### src/gcd_lcm_pkg.sv
// gcd_lcm_pkg: shared constants, control word type and microcode rom for gcd_lcm_unit
// no dependencies
package gcd_lcm_pkg;

  localparam int DATA_WIDTH_DEF = 31;

  // micro program counter
  localparam int PC_W = 3;

  // datapath operations
  localparam logic [2:0] OP_NOP   = 3'd0;
  localparam logic [2:0] OP_GSTEP = 3'd1;
  localparam logic [2:0] OP_GFIN  = 3'd2;
  localparam logic [2:0] OP_DSTEP = 3'd3;
  localparam logic [2:0] OP_MINIT = 3'd4;
  localparam logic [2:0] OP_MSTEP = 3'd5;
  localparam logic [2:0] OP_DONE  = 3'd6;

  // sequencer conditions
  localparam logic [1:0] COND_NEXT = 2'd0;
  localparam logic [1:0] COND_LIVE = 2'd1;
  localparam logic [1:0] COND_CNT  = 2'd2;
  localparam logic [1:0] COND_ZERO = 2'd3;

  // program addresses
  localparam logic [PC_W-1:0] PC_GCD  = 3'd0;
  localparam logic [PC_W-1:0] PC_GFIN = 3'd1;
  localparam logic [PC_W-1:0] PC_DIV  = 3'd2;
  localparam logic [PC_W-1:0] PC_MINI = 3'd3;
  localparam logic [PC_W-1:0] PC_MUL  = 3'd4;
  localparam logic [PC_W-1:0] PC_DONE = 3'd5;

  typedef struct packed {
    logic [2:0]      op;
    logic [1:0]      cond;
    logic [PC_W-1:0] target;
  } ctrl_word_t;

  function automatic ctrl_word_t ucode_rom(input logic [PC_W-1:0] pc);
    ctrl_word_t w;
    case (pc)
      PC_GCD:  w = '{op: OP_GSTEP, cond: COND_LIVE, target: PC_GCD};
      PC_GFIN: w = '{op: OP_GFIN,  cond: COND_ZERO, target: PC_DONE};
      PC_DIV:  w = '{op: OP_DSTEP, cond: COND_CNT,  target: PC_DIV};
      PC_MINI: w = '{op: OP_MINIT, cond: COND_NEXT, target: PC_MUL};
      PC_MUL:  w = '{op: OP_MSTEP, cond: COND_CNT,  target: PC_MUL};
      PC_DONE: w = '{op: OP_DONE,  cond: COND_NEXT, target: PC_GCD};
      default: w = '{op: OP_DONE,  cond: COND_NEXT, target: PC_GCD};
    endcase
    return w;
  endfunction

endpackage

### src/gcd_lcm_unit.sv
// gcd_lcm_unit: gcd and exact lcm of two unsigned operands, microcoded sequencer
// depends on gcd_lcm_pkg (control word type, op codes, microcode rom)
//
//  channel  | ports                                              | handshake
//  ---------+----------------------------------------------------+------------------------
//  request  | in_operand_a, in_operand_b                         | start high, busy low
//  result   | out_gcd_value, out_lcm_value, out_zero_operand     | out_valid, one cycle
//
// a request runs a binary gcd loop of up to 2*DATA_WIDTH steps, then DATA_WIDTH restoring
//   divide steps for a/gcd and DATA_WIDTH shift-add multiply steps for (a/gcd)*b, all on
//   one datapath
// a zero operand skips divide and multiply
// reset: synchronous active low, clears the sequencer, busy and the strobe
// busy stays high from accept until the result strobe; the receiver cannot stall
module gcd_lcm_unit #(
  parameter int DATA_WIDTH = gcd_lcm_pkg::DATA_WIDTH_DEF
) (
  input  logic                    clk,
  input  logic                    rst_n,
  input  logic                    start,
  output logic                    busy,
  input  logic [DATA_WIDTH-1:0]   in_operand_a,
  input  logic [DATA_WIDTH-1:0]   in_operand_b,
  output logic                    out_valid,
  output logic [DATA_WIDTH-1:0]   out_gcd_value,
  output logic [2*DATA_WIDTH-1:0] out_lcm_value,
  output logic                    out_zero_operand
);

  localparam int W   = DATA_WIDTH;
  localparam int KW  = $clog2(W);
  localparam logic [KW-1:0] CNT_LAST = KW'(W - 1);

  // sequencer state
  logic                         busy_r, busy_nxt;
  logic [gcd_lcm_pkg::PC_W-1:0] pc_r, pc_nxt;
  logic                         out_valid_r, out_valid_nxt;

  // datapath registers
  logic [W-1:0]     x_r, x_nxt;       // gcd working value
  logic [W-1:0]     y_r, y_nxt;       // gcd working value
  logic [KW-1:0]    k_r, k_nxt;       // common power of two
  logic [W-1:0]     a_r, a_nxt;       // dividend, then quotient
  logic [W-1:0]     b_r, b_nxt;       // multiplicand
  logic [W-1:0]     g_r, g_nxt;       // gcd result
  logic [W-1:0]     rem_r, rem_nxt;   // divide remainder
  logic [2*W:0]     p_r, p_nxt;       // product, high part plus multiplier
  logic [KW-1:0]    cnt_r, cnt_nxt;
  logic             zero_r, zero_nxt;

  gcd_lcm_pkg::ctrl_word_t cw;

  logic         live;
  logic         cnt_more;
  logic         take_jump;
  logic [W:0]   rem_sh;
  logic [W:0]   rem_diff;
  logic [W:0]   psum;
  logic [W-1:0] x_sub_y;
  logic [W-1:0] y_sub_x;

  assign cw       = gcd_lcm_pkg::ucode_rom(pc_r);
  assign live     = (x_r != '0) && (y_r != '0);
  assign cnt_more = (cnt_r != CNT_LAST);
  assign x_sub_y  = x_r - y_r;
  assign y_sub_x  = y_r - x_r;
  assign rem_sh   = {rem_r, a_r[W-1]};
  assign rem_diff = rem_sh - {1'b0, g_r};
  assign psum     = {1'b0, p_r[2*W-1:W]} + {1'b0, b_r};

  always_comb begin
    case (cw.cond)
      gcd_lcm_pkg::COND_NEXT: take_jump = 1'b0;
      gcd_lcm_pkg::COND_LIVE: take_jump = live;
      gcd_lcm_pkg::COND_CNT:  take_jump = cnt_more;
      gcd_lcm_pkg::COND_ZERO: take_jump = zero_r;
      default:                take_jump = 1'b0;
    endcase
  end

  always_comb begin
    busy_nxt      = busy_r;
    pc_nxt        = pc_r;
    out_valid_nxt = 1'b0;
    x_nxt         = x_r;
    y_nxt         = y_r;
    k_nxt         = k_r;
    a_nxt         = a_r;
    b_nxt         = b_r;
    g_nxt         = g_r;
    rem_nxt       = rem_r;
    p_nxt         = p_r;
    cnt_nxt       = cnt_r;
    zero_nxt      = zero_r;

    if (!busy_r) begin
      if (start) begin
        // accept a request and start the program at the gcd loop
        busy_nxt = 1'b1;
        pc_nxt   = gcd_lcm_pkg::PC_GCD;
        x_nxt    = in_operand_a;
        y_nxt    = in_operand_b;
        a_nxt    = in_operand_a;
        b_nxt    = in_operand_b;
        k_nxt    = '0;
        zero_nxt = (in_operand_a == '0) || (in_operand_b == '0);
      end
    end else begin
      pc_nxt = take_jump ? cw.target : pc_r + 1'b1;
      case (cw.op)
        gcd_lcm_pkg::OP_GSTEP: begin
          // one binary gcd step, idle once either value reaches zero
          if (live) begin
            if (!x_r[0] && !y_r[0]) begin
              x_nxt = x_r >> 1;
              y_nxt = y_r >> 1;
              k_nxt = k_r + 1'b1;
            end else if (!x_r[0]) begin
              x_nxt = x_r >> 1;
            end else if (!y_r[0]) begin
              y_nxt = y_r >> 1;
            end else if (x_r >= y_r) begin
              x_nxt = x_sub_y >> 1;
            end else begin
              y_nxt = y_sub_x >> 1;
            end
          end
        end
        gcd_lcm_pkg::OP_GFIN: begin
          g_nxt   = (x_r | y_r) << k_r;
          rem_nxt = '0;
          cnt_nxt = '0;
        end
        gcd_lcm_pkg::OP_DSTEP: begin
          // restoring divide of a by gcd, quotient shifts into a_r
          if (!rem_diff[W]) begin
            rem_nxt = rem_diff[W-1:0];
            a_nxt   = {a_r[W-2:0], 1'b1};
          end else begin
            rem_nxt = rem_sh[W-1:0];
            a_nxt   = {a_r[W-2:0], 1'b0};
          end
          cnt_nxt = cnt_r + 1'b1;
        end
        gcd_lcm_pkg::OP_MINIT: begin
          p_nxt   = {{(W+1){1'b0}}, a_r};
          cnt_nxt = '0;
        end
        gcd_lcm_pkg::OP_MSTEP: begin
          // shift-add multiply, quotient in the low half
          if (p_r[0]) begin
            p_nxt = {1'b0, psum, p_r[W-1:1]};
          end else begin
            p_nxt = {1'b0, p_r[2*W:1]};
          end
          cnt_nxt = cnt_r + 1'b1;
        end
        gcd_lcm_pkg::OP_DONE: begin
          busy_nxt      = 1'b0;
          out_valid_nxt = 1'b1;
        end
        default: begin
          busy_nxt = 1'b0;
        end
      endcase
    end
  end

  always_ff @(posedge clk) begin
    if (!rst_n) begin
      busy_r      <= 1'b0;
      pc_r        <= gcd_lcm_pkg::PC_GCD;
      out_valid_r <= 1'b0;
    end else begin
      busy_r      <= busy_nxt;
      pc_r        <= pc_nxt;
      out_valid_r <= out_valid_nxt;
    end
  end

  always_ff @(posedge clk) begin
    x_r    <= x_nxt;
    y_r    <= y_nxt;
    k_r    <= k_nxt;
    a_r    <= a_nxt;
    b_r    <= b_nxt;
    g_r    <= g_nxt;
    rem_r  <= rem_nxt;
    p_r    <= p_nxt;
    cnt_r  <= cnt_nxt;
    zero_r <= zero_nxt;
  end

  assign busy             = busy_r;
  assign out_valid        = out_valid_r;
  assign out_gcd_value    = g_r;
  assign out_lcm_value    = zero_r ? '0 : p_r[2*W-1:0];
  assign out_zero_operand = zero_r;

  // result strobe only follows the final step, which frees the unit
  a_strobe_idle: assert property (@(posedge clk) disable iff (!rst_n)
    out_valid |-> !busy)
    else $error("result strobe while busy");

  // an accepted request always occupies the unit on the next cycle
  a_accept_busy: assert property (@(posedge clk) disable iff (!rst_n)
    (start && !busy) |=> busy)
    else $error("request accepted but unit not busy");

  // a zero operand always gives a zero lcm
  a_zero_lcm: assert property (@(posedge clk) disable iff (!rst_n)
    (out_valid && out_zero_operand) |-> (out_lcm_value == '0))
    else $error("nonzero lcm with zero operand");

  // nonzero operands give a nonzero gcd
  a_gcd_nonzero: assert property (@(posedge clk) disable iff (!rst_n)
    (out_valid && !out_zero_operand) |-> (out_gcd_value != '0))
    else $error("zero gcd for nonzero operands");

  // the sequencer never leaves the program
  a_pc_range: assert property (@(posedge clk) disable iff (!rst_n)
    busy |-> (pc_r <= gcd_lcm_pkg::PC_DONE))
    else $error("micro program counter out of range");

endmodule
### config.mk
export PLATFORM = sky130hd
export DESIGN_NAME = gcd_lcm_unit
export DESIGN_NICKNAME = d
export VERILOG_FILES = /design/src/gcd_lcm_pkg.sv /design/src/gcd_lcm_unit.sv
export SDC_FILE = /design/constraint.sdc
export NUM_CORES = 1
export LEC_CHECK = 0
export ABC_AREA = 1
export BUFFER_PORTS_ARGS = -buffer_cell sky130_fd_sc_hd__buf_2
export CAP_MARGIN = 20
export CORE_ASPECT_RATIO = 0.8
export CORE_MARGIN = 4
export CORE_UTILIZATION = 38
export DETAILED_ROUTE_END_ITERATION = 16
export GPL_ROUTABILITY_DRIVEN = 0
export PLACE_DENSITY = 0.56
export SKIP_LAST_GASP = 1
export SYNTH_ARGS = -nofsm -noshare
export SYNTH_HDL_FRONTEND = slang
export SYNTH_SLANG_ARGS = --single-unit
### constraint.sdc
create_clock -name clk -period 6.25 [get_ports clk]
set_input_delay 1.25 -clock clk [delete_from_list [all_inputs] [get_ports clk]]
set_output_delay 1.25 -clock clk [all_outputs]
set_load 0.1 [all_outputs]
==> metrics.cfg <==
[clock_tree]
post_cts_resize_count=0
ctsHtreeMaxLevel=1
cts-buffers-inserted=30
post-cts-setup-buffers=0
clk_pin_slew_ns=0.06
clock_sinks=264
ctsHoldBuffers=0
cts-root-buf=clkbuf_16
clk_path_buf_depth=3
clkLatencyLatePin_ns=0.59
tritoncts=built

[sta]
hold_viol_final=0
skew_ns=0.0156
final.period_utilization=0.595
max_freq_mhz=269
rsz0062_at_grt=false
setup_viol=0
fin_crit_ns=3.72
slew_headroom=0.356
slew_violations=0
fin_setup_tns_ns=0
tightest_slew_ns=0.959

[routing]
firstDrtPassIters=5
dr_total_vias=21300
wl_per_cell_microns=18.7
drtAntennaViolNets=0
route.detailed.drc=0
vias_per_cell=5.31
drt_iter0_markers=2208
routed_wirelength_microns=75100

[worst_setup_path]
arrival_ns=2.47
worstSetupPathType=register to output pin
cp_data_required_time_ns=5.00
r2r_start=pc_r[1]$_SDFFE_PN0P_
cp_max_fo=45
critPathLaunchType=register
endpoint_kind=output pin
r2r_end=y_r[27]$_DFFE_PP_
ff2ff_setup_slack_ns=2.54
r2r_cells=14

[global_routing]
grt_max_degree=88
grt_usage=0.230
antenna_found_initial=0
grt_pass1_vias=19400
overflow=0
grt_pass1_wl_microns=113000

[placement]
dp_cells=3949
place_hpwl_microns=60000
portBuffers=160

[finish]
syn_to_final_growth_pct=11.1
final_cell_mix=912 x nand2_1, 416 x inv_1, 309 x nor2_1
nNetsFinal=3459
fillCellCount=5916
final_common_cell=nand2_1
drive_above_1_share=0.0922
final_cells=4005

[power]
p_leak_nw=11.6
power_density_nw_per_um2=466
irDropWorstVdd_uv=285
power_mw=11.4

[die]
die_x_microns=277
ios=161
core_area_sq_um=57100
start_util=0.387
fp.dieH_microns=224
row_count=78
dieArea_sq_um=62000

[yosys]
seq_area_frac_synth=0.357
synth_area_per_cell_sq_um=7.11
synth_seq_cells=264
synthDistinctLibCells=48
syn_inst=3103
netlist_area_sq_um=22100
synth_warnings=0
yosys.area.top_type=edfxtp_1
synth_top_cell_area_share=0.352
syn-num-nets=3339
synth_area_leaders=edfxtp_1 35%, nand2_1 16%, ha_1 9.5%

[min_path]
hold_end=pc_r[0]$_SDFFE_PN0P_
whs_path_depth=2
hp-start=pc_r[0]$_SDFFE_PN0P_
hp-class=register to register

[job]
max_cap_viol_count=0

[outcome]
status=finished, final reports clean

[cell usage after synthesis (all sizes together)]
cell	instances
nor4	19
o21a	14
buf	31
a211oi	1
o21ai	249
a31o	2
a21oi	244
o22ai	4
or2	3
a31oi	5
dfxtp	5
o21bai	22
o211ai	10
xnor2	12
mux2i	17
nand3	135
clkinv	4
inv	435
and2	3
a21o	5
nor3b	1
nand2b	1
nor2	326
clkbuf	61
xor2	60
nand3b	9
nand2	919
fa	4
o311ai	1
nor3	34
edfxtp	259
ha	167
nand4	41
[power by group]
group | total [mW] | switching [mW] | internal, mW
registers | 2.78 | 0.319 | 2.46
clock network | 1.68 | 0.765 | 0.914
logic | 6.96 | 4.99 | 1.97
total | 11.4 | 6.07 | 5.35
[final cells by class]
cell class                      instances  area [sq um]  share of cell area
Multi-Input combinational cell       2308         12200               0.496
Sequential cell                       264          7880               0.321
Inverter                              439          1650              0.0672
Timing Repair Buffer                  180           983              0.0401
Tap cell                              760           951              0.0388
Clock buffer                           33           762              0.0311
Clock inverter                         20           135             0.00551
Antenna cell                            1          2.50            0.000102
[kinds of logic after synthesis]
group           share of synthesized area
buf+inv                            0.0937
fa+ha+maj                          0.0983
flops                               0.357
mux                               0.00771
xor+xnor                           0.0286
simple gates                        0.279
compound gates                      0.136
[per-layer routing]
| metal | share of wire | vias to the layer above | GRT usage |
|---|---|---|---|
| met5 | 0 | - | 0 |
| met4 | 0.028 | 0 | 0.0611 |
| met3 | 0.091 | 108 | 0.0452 |
| met2 | 0.42 | 868 | 0.340 |
| met1 | 0.46 | 9900 | 0.342 |
| li1 | - | 10400 | - |
[through the flow]
stage                     setup WS [ns]  instance area [sq um]  utilization  hold slack, ns
final                              2.53                  24500        0.429           0.551
after detailed placement           2.57                  23600        0.413           0.525
after global routing               2.33                  24500        0.429           0.568
after CTS                          2.50                  24500        0.429           0.542
after floorplan                    1.79                  22100            -           0.489
after global placement             2.74                  23600        0.413           0.515
[flip-flops by register name, indices dropped and copies added, names as in the netlist, 3 cells and up]
register / count
p_r: 62
a_r: 31
b_r: 31
out_gcd_value: 31
rem_r: 31
x_r: 31
y_r: 31
cnt_r: 5
k_r: 5
pc_r: 3
[worst max path at each step]
stage	start	end	slack [ns]	depth (start not counted)
global route	pc_r[1]$_SDFFE_PN0P_	y_r[19]$_DFFE_PP_	2.33	15
finish	p_r[0]$_DFFE_PP_	out_lcm_value[0]	2.53	4
floorplan	busy$_SDFF_PN0_	a_r[0]$_DFFE_PP_	1.79	5
detailed placement	pc_r[1]$_SDFFE_PN0P_	a_r[29]$_DFFE_PP_	2.57	12
CTS	p_r[0]$_DFFE_PP_	out_lcm_value[0]	2.50	4
global placement	pc_r[1]$_SDFFE_PN0P_	y_r[28]$_DFFE_PP_	2.74	14
[critical path, cell delays in order (launching register included)]
cell and delay [ns]:
edfxtp_1 0.87, clkinv_1 0.15, buf_4 0.30, nor2_1 0.12, buf_2 0.43
(Power assumes the default switching activity.)
